## config.mk

```make
export PLATFORM = sky130hd
export DESIGN_NAME = bounded_list_with_positional_delete_core
export DESIGN_NICKNAME = d
export VERILOG_FILES = /design/src/hw/rtl/blpd_pkg.sv /design/src/hw/rtl/blpd_ctrl.sv /design/src/hw/rtl/blpd_dpath.sv /design/src/hw/rtl/bounded_list_with_positional_delete_core.sv
export SDC_FILE = /design/constraint.sdc
export NUM_CORES = 1
export LEC_CHECK = 0
export BUFFER_PORTS_ARGS = -buffer_cell sky130_fd_sc_hd__buf_2
export CORE_MARGIN = 5
export CORE_UTILIZATION = 53
export DETAILED_ROUTE_END_ITERATION = 8
export MAX_ROUTING_LAYER = met4
export PLACE_DENSITY_LB_ADDON = 0.25
export SETUP_SLACK_MARGIN = 0.1
export SKIP_CTS_REPAIR_TIMING = 1
export SKIP_LAST_GASP = 1
export SLEW_MARGIN = 20
export SYNTH_ARGS = -nofsm -noshare
export SYNTH_HDL_FRONTEND = slang
export SYNTH_SLANG_ARGS = --single-unit
```

## constraint.sdc

```tcl
create_clock -name clk -period 5.5 [get_ports clk]
set_input_delay 1.1 -clock clk [delete_from_list [all_inputs] [get_ports clk]]
set_output_delay 1.1 -clock clk [all_outputs]
set_load 0.01 [all_outputs]
```

## src/hw/rtl/blpd_pkg.sv

```systemverilog
// ----------------------------------------------------------------------------
// blpd_pkg
// Shared types and codes for the bounded list with positional delete.
// ----------------------------------------------------------------------------
package blpd_pkg;

	localparam int unsigned DEPTH_DEF = 16;
	localparam int unsigned DATA_W    = 32;
	localparam int unsigned FUNC_W    = 3;
	localparam int unsigned INDEX_W   = 4;
	localparam int unsigned STATUS_W  = 2;

	localparam logic [FUNC_W-1:0] FN_INSERT_HEAD = 3'd0;
	localparam logic [FUNC_W-1:0] FN_REMOVE_HEAD = 3'd1;
	localparam logic [FUNC_W-1:0] FN_REMOVE_TAIL = 3'd2;
	localparam logic [FUNC_W-1:0] FN_REMOVE_AT   = 3'd3;
	localparam logic [FUNC_W-1:0] FN_READ_ALL    = 3'd4;

	localparam logic [STATUS_W-1:0] ST_OK    = 2'd0;
	localparam logic [STATUS_W-1:0] ST_EMPTY = 2'd1;
	localparam logic [STATUS_W-1:0] ST_FULL  = 2'd2;
	localparam logic [STATUS_W-1:0] ST_RANGE = 2'd3;

	typedef struct packed {
		logic [FUNC_W-1:0]        func;
		logic signed [DATA_W-1:0] value_in;
		logic [INDEX_W-1:0]       index;
	} req_t;

	typedef struct packed {
		logic signed [DATA_W-1:0] value_out;
		logic [STATUS_W-1:0]      status;
		logic                     last;
	} rsp_t;

	typedef struct packed {
		logic cap;
		logic exec;
		logic stream;
	} ctl_cmd_t;

	typedef struct packed {
		logic bad_func;
		logic read_all;
		logic empty;
		logic ptr_last;
		logic rsp_free;
	} dp_stat_t;

endpackage

```

## src/hw/rtl/blpd_ctrl.sv

```systemverilog
// ----------------------------------------------------------------------------
// blpd_ctrl
// Sequencer that takes one request word at a time and steps the datapath.
// ----------------------------------------------------------------------------
module blpd_ctrl (
	input  logic               clk,
	input  logic               arst_n,
	input  logic               req_valid,
	output logic               req_stall,
	input  blpd_pkg::dp_stat_t stat,
	output blpd_pkg::ctl_cmd_t cmd
);
	import blpd_pkg::*;

	typedef enum logic [2:0] {
		S_IDLE   = 3'b001,
		S_EXEC   = 3'b010,
		S_STREAM = 3'b100
	} state_t;

	state_t state_q, state_d;

	always_comb begin
		state_d    = state_q;
		cmd        = '0;
		req_stall  = 1'b1;
		unique case (state_q)
			S_IDLE: begin
				req_stall = 1'b0;
				if (req_valid) begin
					cmd.cap = 1'b1;
					state_d = S_EXEC;
				end
			end
			S_EXEC: begin
				if (stat.bad_func) begin
					state_d = S_IDLE;
				end else if (stat.read_all && !stat.empty) begin
					state_d = S_STREAM;
				end else if (stat.rsp_free) begin
					cmd.exec = 1'b1;
					state_d  = S_IDLE;
				end
			end
			S_STREAM: begin
				if (stat.rsp_free) begin
					cmd.stream = 1'b1;
					if (stat.ptr_last) begin
						state_d = S_IDLE;
					end
				end
			end
			default: begin
				state_d = S_IDLE;
			end
		endcase
	end

	always_ff @(posedge clk or negedge arst_n) begin
		if (!arst_n) begin
			state_q <= S_IDLE;
		end else begin
			state_q <= state_d;
		end
	end

endmodule

```

## src/hw/rtl/blpd_dpath.sv

```systemverilog
// ----------------------------------------------------------------------------
// blpd_dpath
// Shifting storage cells, entry count, read pointer and result register.
// ----------------------------------------------------------------------------
module blpd_dpath #(
	parameter int unsigned DEPTH = blpd_pkg::DEPTH_DEF
) (
	input  logic               clk,
	input  logic               arst_n,
	input  blpd_pkg::req_t     req,
	input  blpd_pkg::ctl_cmd_t cmd,
	output blpd_pkg::dp_stat_t stat,
	output blpd_pkg::rsp_t     rsp,
	output logic               rsp_valid,
	input  logic               rsp_stall
);
	import blpd_pkg::*;

	localparam int unsigned AW = $clog2(DEPTH);
	localparam int unsigned CW = $clog2(DEPTH + 1);
	localparam int unsigned XW = (CW > INDEX_W) ? CW : INDEX_W;

	req_t              req_q;
	logic [DATA_W-1:0] cells_q [DEPTH];
	logic [CW-1:0]     count_q;
	logic [AW-1:0]     ptr_q;
	rsp_t              rsp_q;
	logic              rsp_valid_q;

	logic              empty, full, in_range;
	logic              do_insert, do_remove;
	logic [AW-1:0]     pos, rd_addr;
	logic [DATA_W-1:0] rd_val;
	logic [STATUS_W-1:0] op_status;

	assign empty    = (count_q == '0);
	assign full     = (count_q == CW'(DEPTH));
	assign in_range = (XW'(req_q.index) < XW'(count_q));

	always_comb begin
		pos       = '0;
		op_status = ST_OK;
		do_insert = 1'b0;
		do_remove = 1'b0;
		unique case (req_q.func)
			FN_INSERT_HEAD: begin
				op_status = full ? ST_FULL : ST_OK;
				do_insert = !full;
			end
			FN_REMOVE_HEAD: begin
				op_status = empty ? ST_EMPTY : ST_OK;
				do_remove = !empty;
			end
			FN_REMOVE_TAIL: begin
				pos       = AW'(count_q - CW'(1));
				op_status = empty ? ST_EMPTY : ST_OK;
				do_remove = !empty;
			end
			FN_REMOVE_AT: begin
				pos = AW'(req_q.index);
				if (empty) begin
					op_status = ST_EMPTY;
				end else if (!in_range) begin
					op_status = ST_RANGE;
				end else begin
					do_remove = 1'b1;
				end
			end
			FN_READ_ALL: begin
				op_status = empty ? ST_EMPTY : ST_OK;
			end
			default: begin
				op_status = ST_OK;
			end
		endcase
	end

	assign rd_addr = cmd.stream ? ptr_q : pos;
	assign rd_val  = cells_q[rd_addr];

	assign stat.bad_func = (req_q.func != FN_INSERT_HEAD) && (req_q.func != FN_REMOVE_HEAD) &&
		(req_q.func != FN_REMOVE_TAIL) && (req_q.func != FN_REMOVE_AT) &&
		(req_q.func != FN_READ_ALL);
	assign stat.read_all = (req_q.func == FN_READ_ALL);
	assign stat.empty    = empty;
	assign stat.ptr_last = ((CW'(ptr_q) + CW'(1)) == count_q);
	assign stat.rsp_free = !rsp_valid_q || !rsp_stall;

	always_ff @(posedge clk) begin
		if (cmd.cap) begin
			req_q <= req;
		end
		if (cmd.exec && do_insert) begin
			cells_q[0] <= req_q.value_in;
			for (int i = 1; i < DEPTH; i++) begin
				cells_q[i] <= cells_q[i-1];
			end
		end else if (cmd.exec && do_remove) begin
			for (int i = 0; i < DEPTH - 1; i++) begin
				if (AW'(i) >= pos) begin
					cells_q[i] <= cells_q[i+1];
				end
			end
		end
		if (cmd.exec) begin
			rsp_q.value_out <= do_remove ? rd_val : '0;
			rsp_q.status    <= op_status;
			rsp_q.last      <= 1'b1;
		end else if (cmd.stream) begin
			rsp_q.value_out <= rd_val;
			rsp_q.status    <= ST_OK;
			rsp_q.last      <= stat.ptr_last;
		end
	end

	always_ff @(posedge clk or negedge arst_n) begin
		if (!arst_n) begin
			count_q     <= '0;
			ptr_q       <= '0;
			rsp_valid_q <= 1'b0;
		end else begin
			if (cmd.exec && do_insert) begin
				count_q <= count_q + CW'(1);
			end else if (cmd.exec && do_remove) begin
				count_q <= count_q - CW'(1);
			end
			if (cmd.cap) begin
				ptr_q <= '0;
			end else if (cmd.stream) begin
				ptr_q <= ptr_q + AW'(1);
			end
			if (cmd.exec || cmd.stream) begin
				rsp_valid_q <= 1'b1;
			end else if (!rsp_stall) begin
				rsp_valid_q <= 1'b0;
			end
		end
	end

	assign rsp       = rsp_q;
	assign rsp_valid = rsp_valid_q;

endmodule

```

## src/hw/rtl/bounded_list_with_positional_delete_core.sv

```systemverilog
// ----------------------------------------------------------------------------
// bounded_list_with_positional_delete_core
// Ordered list of signed words with head insert and head, tail or indexed
// removal.
// ----------------------------------------------------------------------------
// The block holds up to DEPTH signed 32-bit entries in a row of registers
// that shift together, head at position 0. It takes one request word at a
// time: req_stall is high from the cycle after a word is accepted until the
// sequencer returns to idle. Insert and every removal give one result word;
// read all gives one result word per stored entry, with last on the final
// one, or one empty-status word on an empty list. Unused function codes
// give no result. Every result word passes through the single result
// register, and the sequencer waits while rsp_stall holds back the word
// in that register.
module bounded_list_with_positional_delete_core #(
	parameter int unsigned DEPTH = blpd_pkg::DEPTH_DEF
) (
	input  logic           clk,
	input  logic           arst_n,
	input  logic           req_valid,
	output logic           req_stall,
	input  blpd_pkg::req_t req,
	output logic           rsp_valid,
	input  logic           rsp_stall,
	output blpd_pkg::rsp_t rsp
);
	import blpd_pkg::*;

	ctl_cmd_t cmd;
	dp_stat_t stat;

	blpd_ctrl u_ctrl (
		.clk       (clk),
		.arst_n    (arst_n),
		.req_valid (req_valid),
		.req_stall (req_stall),
		.stat      (stat),
		.cmd       (cmd)
	);

	blpd_dpath #(
		.DEPTH (DEPTH)
	) u_dpath (
		.clk       (clk),
		.arst_n    (arst_n),
		.req       (req),
		.cmd       (cmd),
		.stat      (stat),
		.rsp       (rsp),
		.rsp_valid (rsp_valid),
		.rsp_stall (rsp_stall)
	);

endmodule

```

==> results of run 1 <==
logic make-up after synthesis:
group / count (synthesis) / share of synthesized area
fa+ha+maj: 7 / 0.003001
compound gates: 336 / 0.07858
mux: 321 / 0.1224
xor+xnor: 15 / 0.004501
simple gates: 1071 / 0.1505
buf+inv: 190 / 0.02726
flops: 599 / 0.6138
layer usage:
layer	track usage	part of all wire	up-vias
li1	-	-	9341
met1	0.4158	0.44	10450
met2	0.3882	0.44	1208
met3	0.04355	0.10	133
met4	0.08135	0.022	0
met5	-	0	-
worst max-delay path, stage by stage (launching register included):
cell,delay [ns]
dfrtp_1,0.39
nor3b_1,0.52
nand3_1,0.62
nand2_4,0.62
buf_12,0.28
buf_4,0.21
a211oi_1,0.06
a311oi_1,0.52
a31oi_1,0.21
o22ai_1,0.21
registers in the layout (all words and copies together), names as in the netlist:
name,count
u_dpath.cells_q,512
u_dpath.req_q,39
u_dpath.rsp,35
u_dpath.count_q,5
u_dpath.ptr_q,4
u_ctrl.state_q,3
u_dpath.rsp_valid,1
area by class of cell:
type                    instances  share of cell area
clock buffers                  87             0.05700
clock inverters                32            0.007606
inverters                      10            0.001306
multi-input cells            1750              0.3284
flip-flops and latches        599              0.5500
well taps                     704             0.02704
repair buffers                136             0.02873
path summary, 6_finish.rpt:
| kind | from | cells past startpoint | endpoint | slack [ns] |
|---|---|---|---|---|
| max | u_ctrl.state_q[1]$_DFFE_PN0P_ | 9 | u_dpath.rsp[4]$_DFFE_PP_ | 1.63 |
| min | arst_n | 1 | u_dpath.rsp_valid$_DFFE_PN0P_ | 0.40 |
| max reg2reg | u_ctrl.state_q[1]$_DFFE_PN0P_ | 9 | u_dpath.rsp[4]$_DFFE_PP_ | 1.63 |
| min reg2reg | u_dpath.cells_q[14][30]$_DFFE_PP_ | 0 | u_dpath.cells_q[15][30]$_DFFE_PP_ | 0.48 |
| max in group asynchronous | arst_n | 1 | u_ctrl.state_q[0]$_DFFE_PN1P_ | 4.81 |
| min in group clk | u_dpath.cells_q[14][30]$_DFFE_PP_ | 0 | u_dpath.cells_q[15][30]$_DFFE_PP_ | 0.48 |
report_power, final:
| part | switching (mW) | total, mW | leakage [nW] | internal, mW |
|---|---|---|---|---|
| combinational | 1.94 | 2.90 | 5.34 | 0.960 |
| sequential | 0.336 | 5.97 | 5.48 | 5.63 |
| clock | 1.81 | 4.38 | 1.02 | 2.56 |
| total | 4.09 | 13.2 | 11.8 | 9.15 |
metrics by stage:
stage	setup WS, ns	hold slack [ns]	total power [mW]	util	instances
floorplan	0.8963	0.4497	7.793	-	2539
global placement	1.251	0.4709	8.816	0.5551	3199
detailed placement	1.216	0.4732	8.894	0.5552	3199
CTS	1.743	0.3771	13.25	0.5935	3318
global route	1.512	0.4150	13.77	0.5935	3318
finish	1.633	0.3984	13.25	0.5935	3318
placed cells by master, fill, tap and decap left out, types with 12 or more instances in the layout:
cell type and instances:
clkinv_1 20, dfrtp_1 12, mux2_2 131, buf_2 79, edfxtp_1 585, a21oi_1 43, mux2i_1 33, a32oi_1 30
nor2_1 18, a311oi_1 33, nand3_1 70, mux2_1 157, a31oi_1 58, a211oi_1 60, o21ai_0 37, o22ai_1 31
clkbuf_16 71, buf_4 48, clkbuf_1 14, nand2_1 874, and3_1 63
==> summary.md, run 1 <==
| Metric | Value |
|---|---|
| Root buffer cell | `clkbuf_16` |
| Multi-input gate area | `roughly 11,000 sq um` |
| CP Class | `reg -> reg` |
| Worst slew pin tran | `around 0.97 ns` |
| Routed wire length | `about 80,000 microns` |
| Crit path capture type | `register` |
| Die width | `244.7 microns` |
| Clock-pin slew on the worst setup and hold paths | `0.06 ns` |
| CTS buffer count | `between 60 and 70` |
| Synth area leader | `edfxtp_1` |
| First-pass GRT wire length | `approximately 120,000 microns` |
| H-tree levels | `3` |
| Hold Path Class | `in -> async` |
| Area grow syn2layout | `11.60%` |
| Placed cell areas | `30,470 sq um` |
| Post-synth ARST share | `0.02170` |
| Clock Path Buffers | `3` |
| Status | `finished clean` |
| RSZ-0062 raised after global routing | `false` |
| Initial antenna violation count | `1` |
| # fillers | `approximately 4,400` |
| I/O Pins | `80` |
| Die Y-Extent | `~240 microns` |
| Worst VDD drop | `~0.27 mV` |
| Synth Warn # | `0` |
| Fmax | `about 260 MHz` |
| Final setup violation count | `0` |
| Mapped Cells | `2,539` |
| Yosys reg bits | `roughly 600` |
| Slew HR | `0.3525` |
| Pwr Density | `about 400 nW/um^2` |
| GP Congestion | `slightly below 0.9` |
| Fraction of layout cells with a size suffix above 1 | `0.1511` |
| Post-route clock period utilization | `0.7031` |
| Vias | `21,130` |
| Clk_skew | `between 0.015 and 0.02 ns` |
| Max cap viols | `0` |
| Clk Latency, worst-skew pair | `about 0.6 ns` |
| Iter 0 DRT Violations | `roughly 3,000` |
| Mapped Area | `between 20,000 and 30,000 sq um` |
| CTS tree | `yes` |
| Drt via density | `around 6.4` |
| Most common cell in the netlist | `nand2_1` |
| Effective utilization at floorplan | `0.5319` |
| Element type at the critical path start | `register` |
| Post-synth top area share | `0.6019` |
| Final hold viol count | `0` |
| Vias in the first global route | `approximately 20,000` |
| Largest net degree at the start of global routing | `roughly 180` |
| Commonest cells in the netlist | `877 x nand2_1, 585 x edfxtp_1, 157 x mux2_1` |
| Register area share after synthesis | `0.6138` |
| Tmin final | `between 3 and 4 ns` |
| Yosys cell types | `60` |
| Final slew viol count | `0` |
| Top FF cell, synth | `edfxtp_1` |
| Die area | `59,860 sq um` |
| Req. time, crit path | `5.93 ns` |
| Clk sink count | `between 500 and 600` |
| Gr usage total | `0.2750` |
| Overflow after GRT | `0` |
| Syn_area_per_cell | `11.50 sq um` |
| Port bufs | `79` |
| FP Rows | `between 80 and 90` |
| CP arrival | `around 4.3 ns` |
| NumNets Final | `approximately 2,600` |
| Post-synth EDFFs | `585` |
| Antenna-violating nets left | `0` |
| Seq. cell area | `between 15,000 and 20,000 sq um` |
| WL per Instance | `around 25 microns` |
| Core ar. | `54,880 sq um` |
| Final instance area | `roughly 33,000 sq um` |
| Synth Net Count | `between 2,000 and 3,000` |
| Final setup TNS | `0 ns` |
| Crit path max fanout | `35` |
| P_leak | `approximately 12 nW` |
| Top post-synthesis cells by area | `edfxtp_1 60%, nand2_1 11%, mux2_1 6.1%` |
| Post-DP HPWL | `approximately 50,000 microns` |
| # diodes | `0` |
| DRC errors left | `0` |
| Total iterations of the first detailed-routing run | `5` |
No activity file was read; power rests on OpenSTA's default activity.
==> inputs of run 2 (changes only) <==
clock period = 4 ns   (was 5.5 ns; I/O delays follow)
==> run 2 against run 1 <==
Compared with the run above:
- global-route usage is 0.33 points lower
- combinational power is 42% higher
- register-to-register slack worse by 1.2 ns
- core utilization is 0.49 points higher
- count of clock-buffer cells in the layout is 2 lower
- sequential power is 37% higher
- clock skew is 0.0093 ns higher
- largest cell class unchanged
==> summary.md, run 2 (synthesis gave the netlist of run 1 again) <==
| Metric | Value |
|---|---|
| Status | `finished clean` |
| CP arrival | `4.03 ns (-0.27 ns)` |
| Worst slew pin tran | `1.103 ns (+0.1351 ns)` |
| Total iterations of the first detailed-routing run | `7 (+2)` |
| Clk_skew | `0.02584 ns (+0.009265 ns)` |
| Req. time, crit path | `4.42 ns (-1.51 ns)` |
| Tmin final | `3.616 ns (-0.2517 ns)` |
| GP Congestion | `0.8762 (-0.32%)` |
| Hold slack final | `0.1063 ns (-0.2922 ns)` |
| Largest net degree at the start of global routing | `196 (+10%)` |
| Core Util, Final | `0.5985 (+0.004902)` |
| FP Rows | `86 (unchanged)` |
| Effective utilization at floorplan | `0.5319 (unchanged)` |
| Core ar. | `54,880 sq um (unchanged)` |
| Final setup violation count | `0 (unchanged)` |
| Commonest non-fill, non-tap cell in the layout | `nand2_1` |
| Iter 0 DRT Violations | `2,712 (-8.4%)` |
| P_leak | `11.95 nW (+0.95%)` |
| Biggest register | `u_dpath.cells_q` |
| Fraction of layout cells with a size suffix above 1 | `0.1572 (+0.006126)` |
| Die area | `59,860 sq um (unchanged)` |
| Die width | `244.7 microns (unchanged)` |
| Max cap viols | `0 (unchanged)` |
| WL per Instance | `24.08 microns (-1.8%)` |
| Drt via density | `6.324 (-0.71%)` |
| Area grow syn2layout | `12.52%` |
| Final slew viol count | `0 (unchanged)` |
| Crit path capture type | `register` |
| Reg power frac | `0.455 (+0.004)` |
| Commonest non-fill, non-tap cells in the layout | `874 x nand2_1, 585 x edfxtp_1, 157 x mux2_1` |
| Slew HR | `0.2649 (-0.08766)` |
| Hold Path Class | `in -> async` |
| I/O Pins | `80 (unchanged)` |
| Largest register FFs | `512 (unchanged)` |
| Die Y-Extent | `244.7 microns (unchanged)` |
| Internal Power | `12.47 mW (+36%)` |
| Clock-pin slew on the worst setup and hold paths | `0.06 ns (about the same)` |
| Clock Path Buffers | `3 (unchanged)` |
| NumNets Final | `2,637 (+0.88%)` |
| Comb pwr share | `0.229 (+0.010)` |
| Power Total | `18.02 mW (+36%)` |
| Clock power frac | `0.316 (-0.014)` |
| Fmax | `276.6 MHz (+7.0%)` |
| Initial antenna violation count | `5 (+4)` |
| Final hold viol count | `0 (unchanged)` |
| CTS buffer count | `66 (-1.5%)` |
| Routed wire length | `80,430 microns (-1.2%)` |
| Element type at the critical path start | `register` |
| Final setup margin | `0.3845 ns (-1.248 ns)` |
| CTS tree | `yes` |
| Sw power | `5.551 mW (+36%)` |
| Vias | `21,120 (-0.047%)` |
| H-tree levels | `3 (unchanged)` |
| Worst VDD drop | `0.3568 mV (+31%)` |
| Clk Latency, worst-skew pair | `0.61 ns (about the same)` |
| Worst-path cell chain | `nor2b_1 -> a32o_1 -> and2_4 -> buf_4 -> nand2_1 -> a311oi_1 -> a31oi_1 -> o22ai_1` |
| Crit-path slowest cell | `nor2b_1` |
| Gr usage total | `0.2716 (-0.003318)` |
| DRC errors left | `0 (unchanged)` |
| Overflow after GRT | `0 (unchanged)` |
| Clk sink count | `599 (unchanged)` |
| Root buffer cell | `clkbuf_16` |
| Post-DP HPWL | `50,430 microns (+1.1%)` |
| Pwr Density | `548.6 nW/um^2 (+35%)` |
| RSZ-0062 raised after global routing | `false` |
| Post-route clock period utilization | `0.9039 (+0.2007)` |
| Crit path max fanout | `39 (+11%)` |
| # fillers | `4,351 (-0.80%)` |
| Worst slack, placed | `0.4885 ns (-0.7272 ns)` |
| Antenna-violating nets left | `0 (unchanged)` |
| CP peak stage delay | `0.59 ns (-0.03 ns)` |
| Vias in the first global route | `20,370 (+1.4%)` |
| Switch share | `0.3081 (-0.0007595)` |
| CP Class | `reg -> reg` |
| First-pass GRT wire length | `123,200 microns (-1.0%)` |
| Port bufs | `79 (unchanged)` |
[run 2: power by group through the flow]
stage / logic (mW) / registers [mW] / clock network (mW)
final: 4.12 / 8.19 / 5.70
after global routing: 4.43 / 8.24 / 6.05
after CTS: 4.09 / 8.17 / 5.78
after detailed placement: 4.06 / 8.30 / 0
after global placement: 3.97 / 8.28 / 0
after floorplan: 2.57 / 8.14 / 0
[run 2: final timing paths]
path	from	endpoint	cells after the start	slack, ns
max in group asynchronous	arst_n	u_ctrl.state_q[0]$_DFFE_PN1P_	1	3.59
worst min-delay path	arst_n	u_dpath.count_q[2]$_DFFE_PN0P_	1	0.11
worst max register to register	u_dpath.req_q[38]$_DFFE_PP_	u_dpath.rsp[10]$_DFFE_PP_	8	0.38
worst max-delay path	u_dpath.req_q[38]$_DFFE_PP_	u_dpath.rsp[10]$_DFFE_PP_	8	0.38
worst min register to register	u_dpath.cells_q[14][17]$_DFFE_PP_	u_dpath.cells_q[15][17]$_DFFE_PP_	0	0.48
min in group clk	req[20]	u_dpath.req_q[20]$_DFFE_PP_	1	0.37
[run 2: cell type report]
| type | count | area [sq um] | share of cell area |
|---|---|---|---|
| Multi-Input combinational cell | 1750 | 10690 | 0.3256 |
| Antenna cell | 3 | 7.507 | 0.0002286 |
| Sequential cell | 599 | 17910 | 0.5455 |
| Timing Repair Buffer | 160 | 1331 | 0.04054 |
| Clock inverter | 29 | 186.4 | 0.005677 |
| Clock buffer | 85 | 1787 | 0.05440 |
| Inverter | 10 | 42.54 | 0.001295 |
| Tap cell | 704 | 880.8 | 0.02682 |
[run 2: worst max-delay path: cells and delay by family (launching register included)]
kind | cells | cell delay, ns
and+or+nand+nor | 3 | 1.21
DFF | 1 | 0.47
AOI/OAI and AO/OA | 4 | 1.22
buffers and inverters | 1 | 0.50
[run 2: per-layer routing]
layer,share of wire,vias up,track usage
met5,0,-,-
met1,0.43,10440,0.3926
li1,-,9380,-
met2,0.44,1151,0.3887
met3,0.10,149,0.05629
met4,0.026,0,0.09092
[run 2: per-stage QoR]
stage / TNS (ns) / instance area [sq um] / instances
after floorplan: -19.44 / 29190 / 2539
after global placement: 0 / 30810 / 3221
after detailed placement: 0 / 30860 / 3223
after CTS: 0 / 32830 / 3337
after global routing: 0 / 32840 / 3340
final: 0 / 32840 / 3340
